File: config.mk
export PLATFORM = sky130hd
export DESIGN_NAME = fsbw_front
export DESIGN_NICKNAME = d
export VERILOG_FILES = /design/src/sv/fsbw_pkg.sv /design/src/sv/fsbw_front.sv
export SDC_FILE = /design/constraint.sdc
export NUM_CORES = 1
export LEC_CHECK = 0
export ABC_CLOCK_PERIOD_IN_PS = 11200
export BUFFER_PORTS_ARGS = -buffer_cell sky130_fd_sc_hd__buf_2
export CAP_MARGIN = 15
export CELL_PAD_IN_SITES_DETAIL_PLACEMENT = 1
export CELL_PAD_IN_SITES_GLOBAL_PLACEMENT = 2
export CORE_MARGIN = 5
export CORE_UTILIZATION = 34
export CTS_CLUSTER_SIZE = 40
export DETAILED_ROUTE_END_ITERATION = 16
export HOLD_SLACK_MARGIN = 0.15
export PLACE_DENSITY_LB_ADDON = 0.08
export SETUP_SLACK_MARGIN = 0.05
export SLEW_MARGIN = 10
export SYNTH_ARGS = -nofsm -noshare
export SYNTH_HDL_FRONTEND = slang
export SYNTH_SLANG_ARGS = --single-unit
File: constraint.sdc
create_clock -name clock -period 11.2 [get_ports clock]
set_clock_uncertainty 0.2 [all_clocks]
set_input_delay 1.68 -clock clock [delete_from_list [all_inputs] [get_ports clock]]
set_output_delay 1.68 -clock clock [all_outputs]
set_load 0.03 [all_outputs]
File: src/sv/fsbw_pkg.sv
// ----------------------------------------------------------------------------
// fsbw_pkg
// Shared types, register codes and reset values for the black-and-white
// error-diffusion dither.
// ----------------------------------------------------------------------------
package fsbw_pkg;

   // default row store size in pixels
   localparam int MAX_WIDTH_DEF = 2048;

   // depth of the queue between front and back
   localparam int QUEUE_DEPTH = 2;

   // register port
   localparam int CSR_INDEX_BITS = 2;
   localparam int CSR_DATA_BITS  = 12;

   localparam logic [CSR_INDEX_BITS-1:0] CSR_IMAGE_WIDTH     = 2'd0;
   localparam logic [CSR_INDEX_BITS-1:0] CSR_LEVEL_THRESHOLD = 2'd1;
   localparam logic [CSR_INDEX_BITS-1:0] CSR_ERROR_GAIN      = 2'd2;

   localparam logic [11:0] IMAGE_WIDTH_RST     = 12'd640;
   localparam logic [7:0]  LEVEL_THRESHOLD_RST = 8'd128;
   localparam logic [9:0]  ERROR_GAIN_RST      = 10'd333;

   // diffused error width
   localparam int ERR_BITS = 14;

   // output levels
   localparam logic [7:0] LEVEL_WHITE = 8'd255;
   localparam logic [7:0] LEVEL_BLACK = 8'd0;

   typedef struct packed {
      logic [7:0] red;
      logic [7:0] green;
      logic [7:0] blue;
      logic       start_of_frame;
   } fsbw_req_type;

   typedef struct packed {
      logic [7:0] bw_level;
      logic       end_of_row;
   } fsbw_rsp_type;

   typedef struct packed {
      logic [11:0] image_width;
      logic [7:0]  level_threshold;
      logic [9:0]  error_gain;
   } fsbw_cfg_type;

   // classified pixel handed from front to back (column travels beside it)
   typedef struct packed {
      logic [7:0] gray;
      logic       last;
      logic       sof;
   } fsbw_item_type;

   // floor((r+g+b)/3) by reciprocal multiply, exact for sums below 2048
   function automatic logic [7:0] gray_of(input logic [7:0] r, input logic [7:0] g,
                                          input logic [7:0] b);
      logic [9:0]  total;
      logic [19:0] scaled;
      total   = {2'b00, r} + {2'b00, g} + {2'b00, b};
      scaled  = 20'(total) * 20'd683;
      gray_of = scaled[18:11];
   endfunction

endpackage

File: src/sv/fsbw_front.sv
// ----------------------------------------------------------------------------
// fsbw_front
// Accepts pixels, converts them to gray and tags each with its column and
// the end-of-row flag.
// ----------------------------------------------------------------------------
module fsbw_front #(
   parameter int MAX_WIDTH = fsbw_pkg::MAX_WIDTH_DEF
) (
   input  logic                          clock,
   input  logic                          reset,
   input  fsbw_pkg::fsbw_cfg_type        cfg,
   input  logic                          req_valid,
   output logic                          req_ready,
   input  fsbw_pkg::fsbw_req_type        req_payload,
   output logic                          push_valid,
   input  logic                          push_ready,
   output fsbw_pkg::fsbw_item_type       push_item,
   output logic [$clog2(MAX_WIDTH)-1:0]  push_col
);
   import fsbw_pkg::*;

   localparam int CB = $clog2(MAX_WIDTH);
   localparam int WB = (CB + 1 > 12) ? CB + 1 : 12;
   localparam logic [WB-1:0] MAX_W = WB'(MAX_WIDTH);

   logic [WB-1:0] width_raw;
   logic [WB-1:0] width_eff;
   logic [CB-1:0] count_ff;
   logic [CB-1:0] count_in;
   logic [CB-1:0] col;
   logic          last;
   logic          accept;

   // handshake passes straight through to the queue
   assign req_ready  = push_ready;
   assign push_valid = req_valid;
   assign accept     = req_valid & push_ready;

   // effective row width: zero acts as one, clamp to the row store
   always_comb begin
      width_raw = WB'(cfg.image_width);
      if (width_raw == '0) begin
         width_eff = WB'(1);
      end else if (width_raw > MAX_W) begin
         width_eff = MAX_W;
      end else begin
         width_eff = width_raw;
      end
   end

   // column of this pixel and end-of-row decision
   always_comb begin
      col = req_payload.start_of_frame ? '0 : count_ff;
      if (WB'(col) >= width_eff) begin
         col = CB'(width_eff - WB'(1));
      end
      last = (WB'(col) + WB'(1)) >= width_eff;
   end

   // column counter
   always_comb begin
      count_in = count_ff;
      if (accept) begin
         count_in = last ? '0 : col + CB'(1);
      end
   end

   always_ff @(posedge clock) begin
      if (reset) begin
         count_ff <= '0;
      end else begin
         count_ff <= count_in;
      end
   end

   // item to the back part
   always_comb begin
      push_item.gray = gray_of(req_payload.red, req_payload.green, req_payload.blue);
      push_item.last = last;
      push_item.sof  = req_payload.start_of_frame;
      push_col       = col;
   end

endmodule

==> results.yml <==
cts:
  cts_buffer_depth: 2
  cts_hold_buf: 0
  clk_latency_ns: 0.24
  clk_pin_slew_worst_paths_ns: 0.05
  postCtsResizedCells: 0
  cts_setup_buffers: 0
  cts_tree: "built"
  htreeDepth: 1
  cts-root-buf: "clkbuf_8"
  cts_made_buffers: 3
  cts.sinks: 11
floorplanning:
  fp.coreArea_um2: 10400
  initial_utilization_pct: 35.0
  rows: 37
  dieHeight_um: 113
  dieArea_um2: 12900
  die_w_um: 113
  io_pins: 82
synthesis:
  yosys_warnings: 0
  synthSimpleGateAreaFrac_pct: 14.0
  ys_async_sr_fraction_pct: 0
  synth_cell_type_count: 56
  synth-compound-area-share_pct: 17.1
  synth_mux_area_share_pct: 2.86
  synthesis.area_um2: 3630
  synthXorXnorAreaFrac_pct: 6.27
  synthTopCellsByArea: "ha_1 31%, fa_1 17%, dfxtp_1 6.1%, inv_1 4.5%, xnor2_1 4.3%"
  synth_cells: 406
  synth_top_area_cell: "ha_1"
  synthAdderAreaFrac_pct: 47.5
  synthFlopType: "dfxtp_1"
  ys_ff_latch: 11
  synth_edf_count: 0
  avgSynthCellArea_um2: 8.95
  yosysSeqAreaShare_pct: 6.06
  synth_top_area_share_pct: 31.0
  syn-num-nets: 585
  synth_top_family_by_area: "adder cells"
finish:
  layout_common_cells: "90 x ha_1, 63 x buf_2, 44 x inv_1"
  top_register: "count_ff"
  mostFrequentLayoutCell: "ha_1"
  largest_register_ffs: 11
  regArea_um2: 220
  diodes: 0
  multi_input_area_um2: 3190
  final_layout_size_suffix_gt1_share_pct: 17.1
  areaGrowthSynthToFinish_pct: 13.2
  reg.largest.list: "count_ff (11)"
  fillers: 1260
  fin_nets: 643
timing:
  hold_violations: 0
  tightest_slew_ns: 0.808
  final.min_clock_period_ns: 10.55
  slew_viol_final: 0
  setup_viol: 0
  fin_tns_setup_ns: 0
  grt_setup_unrepaired: "no"
  max_freq_mhz: 94.8
  whs_ns: 0.272
  slew-limit-headroom_pct: 45.7
  fin_crit_sh_pct: 94.2
place:
  place_congestion: 0.792
  hpwl_um: 8900
  io_buffers: 63
critical_path:
  crit_buf_inv: 4
  worstPathRequired_ns: 9.32
  end_kind: "output port"
  critPathMaxFanout: 4
  crit_family: "adder cells"
  slowest_stage: "fa_1"
  cp_data_arrival_time_ns: 8.67
  crit_type: "in -> out"
  cp-start-kind: "input port"
  cpPeakStageDelay_ns: 0.54
routing:
  dr.pass1.iters: 4
  vias: 3082
  detail_route.wirelength_um: 9890
  vias_per_cell: 5.15
  final_antenna_net_count: 0
  avgRoutedWirePerCell_um: 16.5
  drt_iter0_drc: 61
  drc: 0
global_route:
  gr-total-overflow: 0
  grt_pass1_vias: 3340
  grt_pass1_wl_um: 16600
  grt_max_degree: 21
  antenna_found_initial: 0
  groute.usage.overall_pct: 15.7
outcome:
  status: "finished, final reports clean"
run:
  maxCapViolations: 0
min_path:
  hold_class: "reg -> reg"
layer usage:
metal,global-route usage [%],wire [um]
met1,19.3,4160
met2,30.2,5420
met3,1.17,175
met4,2.48,132
met5,0,0
final timing paths:
check,start,end,cells after the start,slack (ns)
max,req_payload[3],push_item[9],27,0.65
min,count_ff[9],count_ff[9],1,0.27
max reg2reg,count_ff[2],count_ff[5],21,5.12
min reg2reg,count_ff[9],count_ff[9],1,0.27
cells by family (layout without fill, tap and decap cells):
family | Yosys count | in the layout
AND/OR/NAND/NOR | 97 | 97
flip-flops | 11 | 11
multiplexers | 10 | 10
AO/OA/AOI/OAI | 87 | 87
adder cells (fa/ha/maj) | 120 | 120
XOR/XNOR | 26 | 26
buffers and inverters | 55 | 112
stage by stage:
step	area (um^2)	cells	utilization, %	worst slack, ns
detailed placement	4070	595	39.2	0.598
finish	4110	599	39.7	0.653
CTS	4110	599	39.7	0.568
floorplan	3630	406	-	1.42
global route	4110	599	39.7	0.162
global placement	4070	595	39.2	0.678
synth_stat cells, drive strengths merged (4+ instances only):
cell / count
nor2: 22
xor2: 8
fa: 30
nor4: 7
ha: 90
o21a: 9
nor3: 12
o21bai: 5
inv: 44
o211ai: 5
nor2b: 9
xnor2: 18
dfxtp: 11
clkbuf: 4
a22o: 7
o21ai: 15
nand2: 22
mux2i: 7
buf: 7
nand2b: 9
a21oi: 21
area by class of cell:
cell class                 instances  area share [%]
clock buffer                       4            1.10
timing repair buffer              64            7.85
tap                              136            4.14
multi-input combinational        340            77.5
sequential                        11            5.35
inverter                          44            4.02
Power is not shown: default switching activity piles up to over one toggle a cycle in this logic, so the estimate is an artifact.
