### src/sv/fsbw_pkg.sv
// ----------------------------------------------------------------------------
// fsbw_pkg
// Shared types, register codes and reset values for the black-and-white
// error-diffusion dither.
// ----------------------------------------------------------------------------
package fsbw_pkg;

   // default row store size in pixels
   localparam int MAX_WIDTH_DEF = 2048;

   // depth of the queue between front and back
   localparam int QUEUE_DEPTH = 2;

   // register port
   localparam int CSR_INDEX_BITS = 2;
   localparam int CSR_DATA_BITS  = 12;

   localparam logic [CSR_INDEX_BITS-1:0] CSR_IMAGE_WIDTH     = 2'd0;
   localparam logic [CSR_INDEX_BITS-1:0] CSR_LEVEL_THRESHOLD = 2'd1;
   localparam logic [CSR_INDEX_BITS-1:0] CSR_ERROR_GAIN      = 2'd2;

   localparam logic [11:0] IMAGE_WIDTH_RST     = 12'd640;
   localparam logic [7:0]  LEVEL_THRESHOLD_RST = 8'd128;
   localparam logic [9:0]  ERROR_GAIN_RST      = 10'd333;

   // diffused error width
   localparam int ERR_BITS = 14;

   // output levels
   localparam logic [7:0] LEVEL_WHITE = 8'd255;
   localparam logic [7:0] LEVEL_BLACK = 8'd0;

   typedef struct packed {
      logic [7:0] red;
      logic [7:0] green;
      logic [7:0] blue;
      logic       start_of_frame;
   } fsbw_req_type;

   typedef struct packed {
      logic [7:0] bw_level;
      logic       end_of_row;
   } fsbw_rsp_type;

   typedef struct packed {
      logic [11:0] image_width;
      logic [7:0]  level_threshold;
      logic [9:0]  error_gain;
   } fsbw_cfg_type;

   // classified pixel handed from front to back (column travels beside it)
   typedef struct packed {
      logic [7:0] gray;
      logic       last;
      logic       sof;
   } fsbw_item_type;

   // floor((r+g+b)/3) by reciprocal multiply, exact for sums below 2048
   function automatic logic [7:0] gray_of(input logic [7:0] r, input logic [7:0] g,
                                          input logic [7:0] b);
      logic [9:0]  total;
      logic [19:0] scaled;
      total   = {2'b00, r} + {2'b00, g} + {2'b00, b};
      scaled  = 20'(total) * 20'd683;
      gray_of = scaled[18:11];
   endfunction

endpackage

### src/sv/fsbw_queue.sv
// ----------------------------------------------------------------------------
// fsbw_queue
// Small register queue that decouples the front part from the back part.
// ----------------------------------------------------------------------------
module fsbw_queue #(
   parameter int WIDTH = 8,
   parameter int DEPTH = fsbw_pkg::QUEUE_DEPTH
) (
   input  logic             clock,
   input  logic             reset,
   input  logic             push_valid,
   output logic             push_ready,
   input  logic [WIDTH-1:0] push_data,
   output logic             pop_valid,
   input  logic             pop_ready,
   output logic [WIDTH-1:0] pop_data
);
   import fsbw_pkg::*;

   localparam int PB = (DEPTH > 1) ? $clog2(DEPTH) : 1;
   localparam int NB = $clog2(DEPTH + 1);
   localparam logic [PB-1:0] LAST_SLOT = PB'(DEPTH - 1);
   localparam logic [NB-1:0] FULL      = NB'(DEPTH);

   logic [WIDTH-1:0] slot_ff [DEPTH];
   logic [PB-1:0]    wr_ptr_ff, wr_ptr_in;
   logic [PB-1:0]    rd_ptr_ff, rd_ptr_in;
   logic [NB-1:0]    count_ff, count_in;
   logic             push;
   logic             pop;

   assign push_ready = count_ff != FULL;
   assign pop_valid  = count_ff != '0;
   assign pop_data   = slot_ff[rd_ptr_ff];
   assign push       = push_valid & push_ready;
   assign pop        = pop_valid & pop_ready;

   // pointers and fill level
   always_comb begin
      wr_ptr_in = wr_ptr_ff;
      rd_ptr_in = rd_ptr_ff;
      count_in  = count_ff;
      if (push) begin
         wr_ptr_in = (wr_ptr_ff == LAST_SLOT) ? '0 : wr_ptr_ff + PB'(1);
      end
      if (pop) begin
         rd_ptr_in = (rd_ptr_ff == LAST_SLOT) ? '0 : rd_ptr_ff + PB'(1);
      end
      if (push && !pop) begin
         count_in = count_ff + NB'(1);
      end else if (pop && !push) begin
         count_in = count_ff - NB'(1);
      end
   end

   always_ff @(posedge clock) begin
      if (reset) begin
         wr_ptr_ff <= '0;
         rd_ptr_ff <= '0;
         count_ff  <= '0;
      end else begin
         wr_ptr_ff <= wr_ptr_in;
         rd_ptr_ff <= rd_ptr_in;
         count_ff  <= count_in;
      end
   end

   // storage
   always_ff @(posedge clock) begin
      if (push) begin
         slot_ff[wr_ptr_ff] <= push_data;
      end
   end

endmodule

### config.mk
export PLATFORM = sky130hd
export DESIGN_NAME = fsbw_queue
export DESIGN_NICKNAME = d
export VERILOG_FILES = /design/src/sv/fsbw_pkg.sv /design/src/sv/fsbw_queue.sv
export SDC_FILE = /design/constraint.sdc
export NUM_CORES = 1
export LEC_CHECK = 0
export ABC_CLOCK_PERIOD_IN_PS = 4100
export BUFFER_PORTS_ARGS = -buffer_cell sky130_fd_sc_hd__buf_2
export CORE_MARGIN = 5
export CORE_UTILIZATION = 50
export CTS_CLUSTER_DIAMETER = 200
export DETAILED_ROUTE_END_ITERATION = 8
export GPL_TIMING_DRIVEN = 0
export PLACE_DENSITY = 0.85
export SLEW_MARGIN = 20
export SYNTH_ARGS = -nofsm -noshare
export SYNTH_HDL_FRONTEND = slang
export SYNTH_SLANG_ARGS = --single-unit
### constraint.sdc
create_clock -name clock -period 4.1 [get_ports clock]
set_clock_uncertainty 0.1 [all_clocks]
set_input_delay 0.205 -clock clock [delete_from_list [all_inputs] [get_ports clock]]
set_output_delay 0.205 -clock clock [all_outputs]
set_load 0.01 [all_outputs]
==> results.cfg <==
[detailed_routing]
vias = 482
drt_wl_total_um = 1222
drt_pass1_iterations = 4
via_per_inst = 4.918
first_iter_violations = 8
drc = 0
wl_met1_um = 499
wl_per_cell_um = 12.47
wl_met2_um = 628
top_layer = met4
antenna_left = 0
wl_met3_um = 82

[sta]
tightest_slew_ns = 0.3741
finalCritPeriodShare = 0.4029
fmax_ghz = 0.6053
fin_tns_setup_ns = 0
holdWs_ns = 0.02504
drv_slew = 0
period_needed_ns = 1.652
slew-limit-headroom = 0.7506
hold_violations = 0
rsz0062_at_grt = false
setup-violations-final = 0

[grt]
track_usage = 0.1110
grt_pass1_wl_um = 2118
grt_max_degree = 12
grt_pass1_vias = 510
antenna_found_initial = 0
grt_overflow = 0

[clock_network]
insertion_delay_ns = 0.29
cts_setup_buffers = 0
cts_made_buffers = 3
cts_tree = yes
cts.clk_slew.worst_paths_ns = 0.11
cts_root_buf = clkbuf_4
cts_max_level = 1
cts.sinks = 21
cts_buffer_depth = 2

[floorplan]
start_util = 0.5287
num_rows = 14
die_w_um = 50.15
fp.dieH_um = 50.15
dieArea_sq_um = 2515
core_sq_um = 1524
ios = 22

[yosys]
ys_seq_area_frac = 0.7205
netlist_area_sq_um = 805.8
ys_ff_latch = 21
yosysUniqueCellTypes = 17
yosys_warnings = 0
synth_cells = 49
syn-num-nets = 62
synth.avg_cell_area_sq_um = 16.44

[critical_path]
path_max_fanout = 5
critical_path_class = reg2reg
start_kind = flop
crit_required_ns = 4.24
crit_path_end_kind = flop
cp.arrival_ns = 1.79

[cells_and_area]
diodes = 0
synthToLayoutAreaGrowth_pct = 28.73
final-seq-area_sq_um = 580.6
n_fill_cell = 118
layout.nets = 96
fin_cells = 98
multi_input_area_sq_um = 216.5
layout_commonest_cell = buf_2
final_cell_mix = buf_2 (22), edfxtp_1 (16), mux2_2 (8), dlygate4sd3_1 (8), dfxtp_1 (5)
drive_gt1_frac = 0.4390

[status]
outcome = complete, no violations

[placement]
dp.final_hpwl_um = 837.1
portBuffers = 21
gp_congestion = 0.7312
dp_cells = 86

[power_and_ir_drop]
ir_drop_mv = 0.2987
p_leak_nw = 0.4204
pwr_density_cell_nw_per_um2 = 546.7

[min_path]
hold_class = in2reg

[job]
maxCapViolations = 0
## where the power goes
part,internal [mW],total (mW),switching [mW]
Combinational,0.0961,0.184,0.0883
Clock,0.0379,0.0950,0.0572
Sequential,0.270,0.288,0.0178
Total,0.404,0.567,0.163
## stage by stage
| stage | power [mW] | util | worst slack, ns | cell area, sq um |
|---|---|---|---|---|
| after floorplan | 0.4181 | - | 2.501 | 805.8 |
| after global placement | 0.4694 | 0.6108 | 2.483 | 930.9 |
| after detailed placement | 0.4761 | 0.6108 | 2.448 | 930.9 |
| after CTS | 0.5761 | 0.6806 | 2.432 | 1037 |
| after global routing | 0.6085 | 0.6806 | 2.335 | 1037 |
| final | 0.5671 | 0.6806 | 2.448 | 1037 |
## registers in the layout (all words and copies together), names as in the netlist, named ones only
name,cells
wr_ptr_ff,1
rd_ptr_ff,1
count_ff,2
slot_ff,16
## synthesized netlist by cell type, drive strengths merged
cell type | number | area (sq um)
and3 | 1 | 6.260
and2 | 1 | 6.260
o21ai | 2 | 10.01
edfxtp | 16 | 480.5
dfxtp | 5 | 100.1
a21bo | 1 | 10.01
a21oi | 2 | 10.01
or3 | 1 | 6.260
mux2 | 8 | 90.09
or2 | 1 | 6.260
inv | 1 | 3.750
xor2 | 3 | 26.28
buf | 1 | 5.000
ha | 1 | 12.51
nand3b | 1 | 7.510
nand2b | 1 | 13.76
nor2 | 3 | 11.26
## worst paths after layout
check	start	slack, ns	endpoint	depth (start not counted)
setup / recovery	count_ff[0]	2.45	count_ff[1]	5
hold / removal	reset	0.03	count_ff[1]	2
setup reg to reg	count_ff[0]	2.45	count_ff[1]	5
hold reg to reg	rd_ptr_ff	0.42	flop	2
## cell families after synthesis
group           synth area share
compound gates           0.03727
simple gates             0.07145
flops                     0.7205
mux                       0.1118
buf+inv                  0.01086
fa+ha+maj                0.01553
xor+xnor                 0.03261
## layout make-up
class / count / share of cell area
clock buffers: 4 / 0.02533
inverters: 1 / 0.003619
plain buffers: 1 / 0.004825
flip-flops and latches: 21 / 0.5597
multi-input cells: 26 / 0.2087
repair buffers: 29 / 0.1785
well taps: 16 / 0.01930
## critical path, cell delays in order (launching register included)
cell,delay [ns]
dfxtp_1,0.37
nand2b_4,0.17
and2_1,0.16
ha_1,0.30
or3_1,0.37
a21oi_1,0.13
## layer usage
metal | vias to the layer above | GRT usage
met4 | 0 | 0.06550
met5 | - | 0
li1 | 249 | -
met2 | 12 | 0.1841
met1 | 219 | 0.1291
met3 | 2 | 0.02663
## repair_timing
action / CTS / global route
hold buffers: 8 / 0
resized for setup: 0 / 0
hold endpoints to repair: 15 / 0
Power figures use the tool's default switching activity.
